<file path="config.mk">
export PLATFORM = sky130hd
export DESIGN_NAME = json_string_escaper_unit
export DESIGN_NICKNAME = d
export VERILOG_FILES = /design/src/design/jse_pkg.sv /design/src/design/jse_front.sv /design/src/design/jse_queue.sv /design/src/design/jse_back.sv /design/src/design/json_string_escaper_unit.sv
export SDC_FILE = /design/constraint.sdc
export NUM_CORES = 1
export LEC_CHECK = 0
export BUFFER_PORTS_ARGS = -buffer_cell sky130_fd_sc_hd__buf_2
export CAP_MARGIN = 20
export CORE_MARGIN = 5
export CORE_UTILIZATION = 45
export DETAILED_ROUTE_END_ITERATION = 10
export HOLD_SLACK_MARGIN = 0.1
export PLACE_DENSITY_LB_ADDON = 0.3
export SYNTH_ARGS = -nofsm -noshare
export SYNTH_HDL_FRONTEND = slang
export SYNTH_SLANG_ARGS = --single-unit
</file>
<file path="constraint.sdc">
create_clock -name clk -period 10.8 [get_ports clk]
set_clock_uncertainty 0.1 [all_clocks]
set_input_delay 1.62 -clock clk [delete_from_list [all_inputs] [get_ports clk]]
set_output_delay 1.62 -clock clk [all_outputs]
set_load 0.03 [all_outputs]
</file>
<file path="src/design/jse_pkg.sv">
// jse_pkg: types, character codes and helpers for the json string escaper
// no dependencies; imported by every module of the block
`timescale 1ns / 1ps

package jse_pkg;

  localparam int BURST_MAX = 8;

  localparam logic [1:0] PFX_NONE = 2'd0;
  localparam logic [1:0] PFX_E2   = 2'd1;
  localparam logic [1:0] PFX_E280 = 2'd2;

  localparam logic [7:0] CTRL_LIMIT = 8'h20;
  localparam logic [7:0] UTF_LEAD   = 8'he2;
  localparam logic [7:0] UTF_MID    = 8'h80;
  localparam logic [7:0] UTF_LS     = 8'ha8;
  localparam logic [7:0] UTF_PS     = 8'ha9;

  localparam logic [7:0] CTL_BS  = 8'h08;
  localparam logic [7:0] CTL_TAB = 8'h09;
  localparam logic [7:0] CTL_LF  = 8'h0a;
  localparam logic [7:0] CTL_FF  = 8'h0c;
  localparam logic [7:0] CTL_CR  = 8'h0d;

  localparam logic [7:0] CHR_QUOTE = 8'h22;
  localparam logic [7:0] CHR_BSL   = 8'h5c;
  localparam logic [7:0] CHR_ZERO  = 8'h30;
  localparam logic [7:0] CHR_TWO   = 8'h32;
  localparam logic [7:0] CHR_EIGHT = 8'h38;
  localparam logic [7:0] CHR_NINE  = 8'h39;
  localparam logic [7:0] CHR_B     = 8'h62;
  localparam logic [7:0] CHR_F     = 8'h66;
  localparam logic [7:0] CHR_N     = 8'h6e;
  localparam logic [7:0] CHR_R     = 8'h72;
  localparam logic [7:0] CHR_T     = 8'h74;
  localparam logic [7:0] CHR_U     = 8'h75;

  typedef struct packed {
    logic       cmd;
    logic [7:0] data_byte;
  } item_t;

  typedef struct packed {
    logic [7:0] out_byte;
    logic       run_last;
    logic       string_done;
  } result_t;

  typedef struct packed {
    logic [BURST_MAX-1:0][7:0] bytes;
    logic [3:0]                count;
    logic                      done;
  } burst_t;

  function automatic logic [7:0] hex_digit(logic [3:0] n);
    logic [7:0] r;
    if (n < 4'd10) begin
      r = CHR_ZERO + {4'd0, n};
    end else begin
      r = 8'h57 + {4'd0, n};
    end
    return r;
  endfunction

endpackage

</file>
<file path="src/design/jse_front.sv">
// jse_front: accepts raw bytes, tracks quote and utf-8 prefix state and
// builds one burst of output bytes per transfer; uses jse_pkg
`timescale 1ns / 1ps

module jse_front
  import jse_pkg::*;
(
  input  logic   clk,
  input  logic   rst,
  input  logic   item_valid,
  input  item_t  item,
  input  logic   q_full,
  output logic   push,
  output burst_t burst
);

  logic       quote_opened;
  logic       quote_opened_next;
  logic [1:0] prefix_held;
  logic [1:0] prefix_held_next;
  logic [1:0] pfx;
  logic       accept;
  burst_t     b;

  function automatic burst_t append(burst_t x, logic [7:0] c);
    burst_t r;
    r = x;
    r.bytes[x.count[2:0]] = c;
    r.count = x.count + 4'd1;
    return r;
  endfunction

  function automatic burst_t flush(burst_t x, logic [1:0] p);
    burst_t r;
    r = x;
    if (p == PFX_E2) begin
      r = append(r, UTF_LEAD);
    end else if (p == PFX_E280) begin
      r = append(r, UTF_LEAD);
      r = append(r, UTF_MID);
    end
    return r;
  endfunction

  function automatic burst_t handle(burst_t x, logic [7:0] c);
    burst_t r;
    r = x;
    if (c < CTRL_LIMIT) begin
      r = append(r, CHR_BSL);
      case (c)
        CTL_BS:  r = append(r, CHR_B);
        CTL_FF:  r = append(r, CHR_F);
        CTL_LF:  r = append(r, CHR_N);
        CTL_CR:  r = append(r, CHR_R);
        CTL_TAB: r = append(r, CHR_T);
        default: begin
          r = append(r, CHR_U);
          r = append(r, CHR_ZERO);
          r = append(r, CHR_ZERO);
          r = append(r, hex_digit(c[7:4]));
          r = append(r, hex_digit(c[3:0]));
        end
      endcase
    end else if (c == CHR_QUOTE) begin
      r = append(r, CHR_BSL);
      r = append(r, CHR_QUOTE);
    end else if (c == CHR_BSL) begin
      r = append(r, CHR_BSL);
      r = append(r, CHR_BSL);
    end else if (c != UTF_LEAD) begin
      r = append(r, c);
    end
    return r;
  endfunction

  function automatic burst_t separator(burst_t x, logic [7:0] last);
    burst_t r;
    r = x;
    r = append(r, CHR_BSL);
    r = append(r, CHR_U);
    r = append(r, CHR_TWO);
    r = append(r, CHR_ZERO);
    r = append(r, CHR_TWO);
    r = append(r, last);
    return r;
  endfunction

  assign accept = item_valid && !q_full;
  assign pfx    = (prefix_held == PFX_E2 || prefix_held == PFX_E280) ? prefix_held : PFX_NONE;

  always_comb begin
    b = '0;
    quote_opened_next = quote_opened;
    prefix_held_next  = pfx;
    if (!quote_opened) begin
      b = append(b, CHR_QUOTE);
      quote_opened_next = 1'b1;
    end
    if (item.cmd) begin
      b = flush(b, pfx);
      b = append(b, CHR_QUOTE);
      b.done = 1'b1;
      quote_opened_next = 1'b0;
      prefix_held_next  = PFX_NONE;
    end else if (pfx == PFX_E2 && item.data_byte == UTF_MID) begin
      prefix_held_next = PFX_E280;
    end else if (pfx == PFX_E280 && item.data_byte == UTF_LS) begin
      b = separator(b, CHR_EIGHT);
      prefix_held_next = PFX_NONE;
    end else if (pfx == PFX_E280 && item.data_byte == UTF_PS) begin
      b = separator(b, CHR_NINE);
      prefix_held_next = PFX_NONE;
    end else begin
      b = flush(b, pfx);
      b = handle(b, item.data_byte);
      prefix_held_next = (item.data_byte == UTF_LEAD) ? PFX_E2 : PFX_NONE;
    end
  end

  assign burst = b;
  assign push  = accept && (b.count != 4'd0);

  always_ff @(posedge clk) begin
    if (rst) begin
      quote_opened <= 1'b0;
      prefix_held  <= PFX_NONE;
    end else if (accept) begin
      quote_opened <= quote_opened_next;
      prefix_held  <= prefix_held_next;
    end
  end

  a_burst_fits: assert property (@(posedge clk) disable iff (rst)
    push |-> (burst.count <= 4'(BURST_MAX)))
    else $error("burst longer than eight bytes");
  a_done_ends_quote: assert property (@(posedge clk) disable iff (rst)
    (push && burst.done) |-> (burst.bytes[3'(burst.count - 4'd1)] == CHR_QUOTE))
    else $error("end of string burst does not end in a quote");
  a_prefix_after_open: assert property (@(posedge clk) disable iff (rst)
    (prefix_held != PFX_NONE) |-> quote_opened)
    else $error("prefix held outside an open string");

endmodule

</file>
<file path="src/design/jse_queue.sv">
// jse_queue: small register queue of bursts between front and back
// uses jse_pkg for the burst type
`timescale 1ns / 1ps

module jse_queue
  import jse_pkg::*;
#(
  parameter int QDEPTH = 2
) (
  input  logic   clk,
  input  logic   rst,
  input  logic   push,
  input  burst_t push_data,
  input  logic   pop,
  output logic   full,
  output logic   nonempty,
  output burst_t head
);

  localparam int PW = (QDEPTH > 1) ? $clog2(QDEPTH) : 1;
  localparam int CW = $clog2(QDEPTH + 1);

  burst_t        slots [QDEPTH];
  logic [PW-1:0] wr_ptr;
  logic [PW-1:0] rd_ptr;
  logic [CW-1:0] fill;

  function automatic logic [PW-1:0] bump(logic [PW-1:0] p);
    logic [PW-1:0] r;
    if (p == PW'(QDEPTH - 1)) begin
      r = '0;
    end else begin
      r = p + PW'(1);
    end
    return r;
  endfunction

  assign full     = (fill == CW'(QDEPTH));
  assign nonempty = (fill != '0);
  assign head     = slots[rd_ptr];

  always_ff @(posedge clk) begin
    if (push) begin
      slots[wr_ptr] <= push_data;
    end
  end

  always_ff @(posedge clk) begin
    if (rst) begin
      wr_ptr <= '0;
      rd_ptr <= '0;
      fill   <= '0;
    end else begin
      if (push) begin
        wr_ptr <= bump(wr_ptr);
      end
      if (pop) begin
        rd_ptr <= bump(rd_ptr);
      end
      if (push && !pop) begin
        fill <= fill + CW'(1);
      end else if (pop && !push) begin
        fill <= fill - CW'(1);
      end
    end
  end

  a_no_overflow: assert property (@(posedge clk) disable iff (rst)
    full |-> !push)
    else $error("push into full queue");
  a_no_underflow: assert property (@(posedge clk) disable iff (rst)
    !nonempty |-> !pop)
    else $error("pop from empty queue");
  a_fill_bound: assert property (@(posedge clk) disable iff (rst)
    fill <= CW'(QDEPTH))
    else $error("queue fill out of range");

endmodule

</file>
<file path="src/design/jse_back.sv">
// jse_back: walks the head burst one byte per cycle into the result register while result_stall is low
// uses jse_pkg for burst and result types
`timescale 1ns / 1ps

module jse_back
  import jse_pkg::*;
(
  input  logic    clk,
  input  logic    rst,
  input  logic    q_nonempty,
  input  burst_t  head,
  output logic    pop,
  output logic    result_valid,
  input  logic    result_stall,
  output result_t result
);

  logic [2:0] pos;
  logic       load;
  logic       last;

  assign load = q_nonempty && (!result_valid || !result_stall);
  assign last = (({1'b0, pos} + 4'd1) == head.count);
  assign pop  = load && last;

  always_ff @(posedge clk) begin
    if (rst) begin
      pos          <= '0;
      result_valid <= 1'b0;
    end else begin
      if (load) begin
        result_valid <= 1'b1;
        pos          <= last ? 3'd0 : pos + 3'd1;
      end else if (!result_stall) begin
        result_valid <= 1'b0;
      end
    end
  end

  always_ff @(posedge clk) begin
    if (load) begin
      result.out_byte    <= head.bytes[pos];
      result.run_last    <= last;
      result.string_done <= last && head.done;
    end
  end

  a_pos_in_burst: assert property (@(posedge clk) disable iff (rst)
    q_nonempty |-> ({1'b0, pos} < head.count))
    else $error("byte position past end of burst");
  a_done_is_last_quote: assert property (@(posedge clk) disable iff (rst)
    (result_valid && result.string_done) |-> (result.run_last && result.out_byte == CHR_QUOTE))
    else $error("string done not on closing quote");
  a_pos_idle_zero: assert property (@(posedge clk) disable iff (rst)
    !q_nonempty |-> (pos == 3'd0))
    else $error("byte position left over with empty queue");

endmodule

</file>
<file path="src/design/json_string_escaper_unit.sv">
// Escapes a raw byte stream into a quoted JSON string literal. An input
// transfer carries one string byte or an end-of-string mark; every transfer
// is turned combinationally into a burst of zero to eight output bytes, which a
// queue of QDEPTH bursts hands to a serializer that sends one output byte per
// cycle while result_stall is low. Input is taken every cycle while the queue
// has room, so the sustained rate is one input transfer per cycle for bytes that
// pass unchanged while the output is not stalled, and lower for inputs that expand
// to more than one output byte (up to 8 for an escape after a broken utf-8 prefix).
// run_last marks the final byte of each burst; string_done marks the closing quote.
// Each output byte is held in a queue slot and then in the result register.
// depends on jse_pkg, jse_front, jse_queue and jse_back
`timescale 1ns / 1ps

module json_string_escaper_unit
  import jse_pkg::*;
#(
  parameter int QDEPTH = 2
) (
  input  logic    clk,
  input  logic    rst,
  input  logic    item_valid,
  output logic    item_stall,
  input  item_t   item,
  output logic    result_valid,
  input  logic    result_stall,
  output result_t result
);

  logic   push;
  burst_t burst;
  logic   pop;
  logic   q_full;
  logic   q_nonempty;
  burst_t head;

  assign item_stall = q_full;

  jse_front u_front (
    .clk        (clk),
    .rst        (rst),
    .item_valid (item_valid),
    .item       (item),
    .q_full     (q_full),
    .push       (push),
    .burst      (burst)
  );

  jse_queue #(
    .QDEPTH (QDEPTH)
  ) u_queue (
    .clk       (clk),
    .rst       (rst),
    .push      (push),
    .push_data (burst),
    .pop       (pop),
    .full      (q_full),
    .nonempty  (q_nonempty),
    .head      (head)
  );

  jse_back u_back (
    .clk          (clk),
    .rst          (rst),
    .q_nonempty   (q_nonempty),
    .head         (head),
    .pop          (pop),
    .result_valid (result_valid),
    .result_stall (result_stall),
    .result       (result)
  );

endmodule
</file>
## Word level (Yosys, flattened, before mapping)

Memory sizes are Yosys's and may differ from the RTL's. A register that Yosys moved wholly into a read port is not among the register bits.
Index checks and enable logic that the tools add are counted.

| operators by class | value |
|---|---|
| add/sub/neg operators | 23 |
| $lt $le $gt $ge | 30 |
| eq/ne operators | 19 |
| mux-type cells | 80 |
| bitwise gates (word level) | 63 |
| reduce and logical (&&, ||, !) cells | 34 |

Operators with widths:

| operator | count |
|---|---|
| 69-bit two-way mux | 15 |
| 69-bit case mux with 5 select lines | 1 |
| 8-bit demux with 3-bit select | 13 |
| 32-bit AND | 8 |
| 32-bit NOT | 8 |
| 48-bit AND | 5 |
| 48-bit NOT | 5 |
| 8-bit two-way mux | 28 |
| 64-bit bitwise mux | 3 |
| 32-bit OR | 6 |
| 40-bit AND | 4 |
| 40-bit NOT | 4 |
| 40-bit OR | 3 |
| 24-bit OR | 4 |
| 16-bit OR | 5 |
| 24-bit AND | 3 |
| 24-bit NOT | 3 |
| 56-bit AND | 1 |
| 3-bit by 4-bit < comparator with 1-bit output, second input constant | 14 |
| 56-bit NOT | 1 |
| 4-bit by 1-bit adder with 4-bit output, second input constant | 13 |
| 8-bit by 4-bit equality test with 1-bit output, second input constant | 5 |
| 3-bit by 1-bit >= comparator with 1-bit output, second input constant | 13 |
| 8-bit equality test, second input constant | 4 |
| other kinds (30) | 80 |

| storage, ports and cells | value |
|---|---|
| bits in registers | 21 |
| bits in writable memories | 138 |
| input port bits | 13 |
| output and inout port bits | 12 |
| logic and storage cells | 260 |
| memories | 1 |

Memories:

| memory | depth | width | rd ports | clocked after memory_dff | write ports | RTL line | text |
|---|---|---|---|---|---|---|---|
| u_queue.slots | 2 | 69 | 1 | 1 | 1 | jse_queue.sv:23 | `burst_t slots [QDEPTH];` |

## Depth between registers and ports, before layout

| depth | value |
|---|---|
| depth in word-level cells | 37 |
| mapped depth | 16 |
| gate-level depth less buffers | 13 |

## Cells and area by module

A second synthesis with hierarchy kept.

| unflattened totals | value |
|---|---|
| cell total of the unflattened synthesis | 935 |
| area, all modules | 10136.0 um^2 |

Modules (own cells, without submodules):

| module | times used | cells an instance | area an instance (um^2) | sequential area each (um^2) |
|---|---|---|---|---|
| jse_queue | 1 | 237 | 5228.8 | 4244.1 |
| jse_front | 1 | 629 | 3764.9 | 60.1 |
| jse_back | 1 | 69 | 1142.3 | 380.4 |

## Least setup slack after synthesis

Ideal clock, no wire load.

| timing | value |
|---|---|
| path kind | input-to-reg |
| start | input port item[5] (netlist name) |
| end | memory u_queue.slots[1][0] (netlist name) (enable) |
| library setup time | 430 ps |
| data arrival time | 5060 ps |
| required time | 10270 ps |
| path slack | 5210 ps |
| cell stages on the path | 11 |
| path buffers | 2 |
| cell sequence | clkbuf_1 -> inv_1 -> ha_1 -> and4bb_1 -> buf_4 -> o21a_2 -> nor2_2 -> a221o_1 -> o221a_2 -> a31oi_2 -> and2_1 |

| between the ends | value |
|---|---|
| longest elaborated chain between the ends | 13 |
| elaborated cells between the ends (all ways) | 28 |
| classes of those cells | order compare (1); eq/ne (11); mux (11); reduce/logical (5) |

Ends and longest elaborated chain:

| item | RTL line | text |
|---|---|---|
| start, declared | json_string_escaper_unit.sv:23 | `input item_t item,` |
| 8-bit != test | jse_front.sv:70 | `end else if (c != UTF_LEAD) begin` |
| 69-bit two-way mux | jse_front.sv:70 |  |
| 69-bit two-way mux | jse_front.sv:67 | `end else if (c == CHR_BSL) begin` |
| 69-bit two-way mux | jse_front.sv:64 | `end else if (c == CHR_QUOTE) begin` |
| 69-bit two-way mux | jse_front.sv:48 | `if (c < CTRL_LIMIT) begin` |
| 69-bit two-way mux | jse_front.sv:110 | `end else if (pfx == PFX_E280 && item.data_byte == UTF_PS) begin` |
| 69-bit two-way mux | jse_front.sv:107 | `end else if (pfx == PFX_E280 && item.data_byte == UTF_LS) begin` |
| 69-bit two-way mux * | jse_front.sv:105 | `end else if (pfx == PFX_E2 && item.data_byte == UTF_MID) begin` |
| 69-bit two-way mux * | jse_front.sv:99 | `if (item.cmd) begin` |
| 4-bit nonzero test * | jse_front.sv:121 | `assign push = accept && (b.count != 4'd0);` |
| 1-bit logical AND * | jse_front.sv:121 |  |
| net push | json_string_escaper_unit.sv:29 | `logic push;` |
| 1-bit two-way mux * | jse_queue.sv:43 | `if (push) begin` |
| 1-bit two-way mux (implied by the code) * | jse_queue.sv:44 | `slots[wr_ptr] <= push_data;` |
| end, declared | jse_queue.sv:23 |  |

The timed path passes the listed nets; every way through them passes the cells marked *.

## Worst setup path in the final report

| timing | value |
|---|---|
| start | input port item[1] (netlist name) |
| end | memory u_queue.slots[1][31] (netlist name) (enable) |

The elaborated chain is that of the path after synthesis.

==> metrics.txt <==
outcome=completed; synthesized area per cell=10.82 um^2; Floorplan Core Area=0.01959 mm^2; share of cells above drive strength 1=0.1548; Cell Chain, Critical Path=buf_2 -> clkinv_1 -> ha_1 -> nand4b_1 -> or2_0 -> nand3_1 -> o31ai_1 -> a21oi_2 -> a31oi_2 -> and2_2 -> buf_4; switching part of the total power=0.2948; signal arrival time at the worst endpoint=5.13 ns; class of the tightest hold or removal check=flop to flop; Root Driver=clkbuf_16; most common flop cell mapped by yosys=edfxtp_1; clock tree from TritonCTS=built; clock sink count=152; Adder-Cell Fraction of Synth Area=0.02635; smallest hold slack=~0.38 ns; post-detailed-placement cell area=0.009328 mm^2; Hold Violations, Final=0; global-route wire length before repair=around 43000 um; compound-gate portion of the synthesized area=0.1889; total die area=0.02298 mm^2; Die H=151.6 um; number of synthesis warnings=0; total negative setup slack=0 ns; total DRC errors in the routed layout=0; net total in the final layout=860; dominant combinational cell family by area after synthesis=compound AO/OA/AOI/OAI gates; Antenna Violating Nets Remaining=0; Critical Path End Type=flop; quantity of I/O buffers inserted on ports=24; CTS resizes=0; overall via count from detail_route=7279; commonest cells after routing, fill and taps aside=edfxtp_1, nand2_1, a21oi_1; Die Span X=151.6 um; largest fanout of any net on the critical path=65; Worst setup SP type=input port; summed instance area of the synthesized netlist=0.009022 mm^2; share of async-settable or async-resettable flops after synthesis=0; Combinational Power Share=0.231; FP Rows=51; Slew Limit Fails=0; Data required, critical path=10.75 ns; antenna fix cells=0; sequential fraction of the synthesis area=0.4926; transition at the pin with the smallest max-transition slack=1.168 ns; net load switching power=516.0 uW; post-CTS setup buffer count=0; count of hold-fix buffers inserted at cts=0; commonest non-fill, non-tap cell in the layout=edfxtp_1; non-filler instance count after layout=1105; First-pass DRT Iterations=6; aggregate routed wire length=about 28000 um; XOR/XNOR share of the synthesized area=0.01456; leftover overflow at the end of global routing=0; Inserted Clock Buffers=17; total I/O pin count=25; last weighted congestion value of the routability-driven placer=approximately 1.0; initial antenna violation count=1; share of the clock period used by the worst path after layout=0.4799; slowest cell on the critical path=or2_0; largest voltage drop on the vdd net=between 0.1 and 0.15 mV; clock slew at reported path FFs=0.06 ns; worst setup path category=input port to flop; max incr delay on CP=0.77 ns; power share of the sequential group=0.444; max cap viols=0; Pwr Total=1.750 mW; final non-filler cell area=0.009887 mm^2; number of enable-type register cells in the synthesized netlist=140; total routing resource utilization after global routing=0.2520; via count of the first global-routing pass=6865; half-perimeter wire length after placement=19400 um; Max Clk Rate=0.1929 GHz; clk buf depth=2; setup repair after global routing missed its margin=false; clock latency of the later-clocked register in the worst-skew pair=0.43 ns; initial core utilization=0.4606; area added between synthesis and finish=9.583%; Filler Cell Count=1754; nets in the synthesized netlist=between 800 and 900; clock share of power=0.325; final-report setup violation count=0; number of instances in the placed design=between 1k and 1.5k; max-slew headroom at the worst pin=0.2198; routed wirelength normalized by instance count=25.35 um; H-tree levels=4; flip-flop and latch count after synthesis=between 150 and 200; Pwr Density=177.0 mW/mm^2; leakage power=around 3.3 nW; detailed-route vias per instance=around 6.6; final critical path time including I/O delays and setup=around 5.2 ns; DRC marker count from the first detailed-route iteration=1193; post-synth cell types=81; share of synthesized cell area in and, or, nand and nor gates=0.1355; largest net degree at the start of global routing=66; Int Pwr=1.234 mW; multiplexer area fraction after synthesis=0.1047; Gate Count Post-Synth=834
## per-layer routing
layer,track usage,wire (um),vias to the layer above,share of wire
li1,-,-,3208,-
met1,0.3781,11980,3464,0.43
met2,0.3565,11990,510,0.43
met5,0,0,-,0
met4,0.09793,1137,0,0.041
met3,0.05532,2900,97,0.10
## logic make-up after synthesis
logic type,after synthesis
AOI/OAI and AO/OA,262
buffers and inverters,83
muxes,48
DFF,152
adders and majority gates,19
xor gates and xnor gates,15
and+or+nand+nor,255
## flip-flops by register name, summed over array words and instances, names as in the netlist, named ones only
signal and count:
u_back.pos 3, u_queue.wr_ptr 1, u_queue.rd_ptr 1, u_back.result 10, u_front.quote_opened 1, u_queue.slots 130
u_queue.fill 2, u_back.result_valid 1, u_front.prefix_held 2
## critical path: cells and delay by family
family | cells | cell delay, ns
buf+inv | 3 | 1.07
compound gates | 3 | 0.65
fa+ha+maj | 1 | 0.41
simple gates | 4 | 1.30
## per-stage QoR
step	worst slack, ns	util
global route	5.401	0.5047
global placement	5.331	0.4761
floorplan	5.210	-
CTS	5.679	0.5047
finish	5.617	0.5047
detailed placement	5.251	0.4761
## cell usage after synthesis, drive strengths merged, types with 4 or more instances
cell type,n,area share
a211oi,8,0.0067
a21boi,7,0.0058
a21oi,90,0.051
a221o,5,0.0055
a221oi,7,0.0068
a22oi,11,0.0092
a31oi,14,0.010
and2,10,0.0069
and3,5,0.0035
buf,19,0.011
clkbuf,45,0.019
dfxtp,12,0.027
edfxtp,140,0.47
ha,19,0.026
inv,17,0.0071
mux2i,10,0.011
mux4,37,0.092
nand2,88,0.037
nand2b,6,0.0050
nand3,22,0.012
nand4,9,0.0062
nor2,70,0.031
nor2b,5,0.0035
nor3,15,0.0096
nor4,5,0.0035
o211ai,10,0.0083
o21a,5,0.0043
o21ai,55,0.031
o22ai,4,0.0028
o311ai,4,0.0039
o31ai,8,0.0067
o41ai,4,0.0060
or2,4,0.0028
or3,6,0.0042
xnor2,10,0.0097
xor2,5,0.0049
## power groups by stage
stage,registers (mW),clock network [mW],logic (mW)
3_5_place_dp,0.792,0,0.403
4_1_cts,0.780,0.575,0.405
2_1_floorplan,0.819,0,0.258
6_report,0.778,0.568,0.404
3_3_place_gp,0.787,0,0.404
5_1_grt,0.786,0.604,0.434
## path summary, 6_finish.rpt
check                                     end  slack (ns)  cells past startpoint                         startpoint
min reg2reg  u_back.result_valid$_SDFFE_PP0P_        0.38                      2   u_back.result_valid$_SDFFE_PP0P_
min          u_back.result_valid$_SDFFE_PP0P_        0.38                      2   u_back.result_valid$_SDFFE_PP0P_
max reg2reg    u_queue.slots[1][31]$_DFFE_PP_        6.06                     12  u_front.quote_opened$_SDFFE_PP0P_
max            u_queue.slots[1][31]$_DFFE_PP_        5.62                     11                            item[1]
## final cells by class
| class | instances | area, um^2 | area share |
|---|---|---|---|
| Tap cell | 265 | 331.6 | 0.03354 |
| Timing Repair Buffer | 39 | 232.7 | 0.02354 |
| Sequential cell | 152 | 4446 | 0.4496 |
| Clock inverter | 12 | 126.4 | 0.01278 |
| Multi-Input combinational cell | 599 | 4247 | 0.4295 |
| Clock buffer | 19 | 432.9 | 0.04379 |
| Inverter | 19 | 71.32 | 0.007213 |
(Power assumes the default switching activity.)
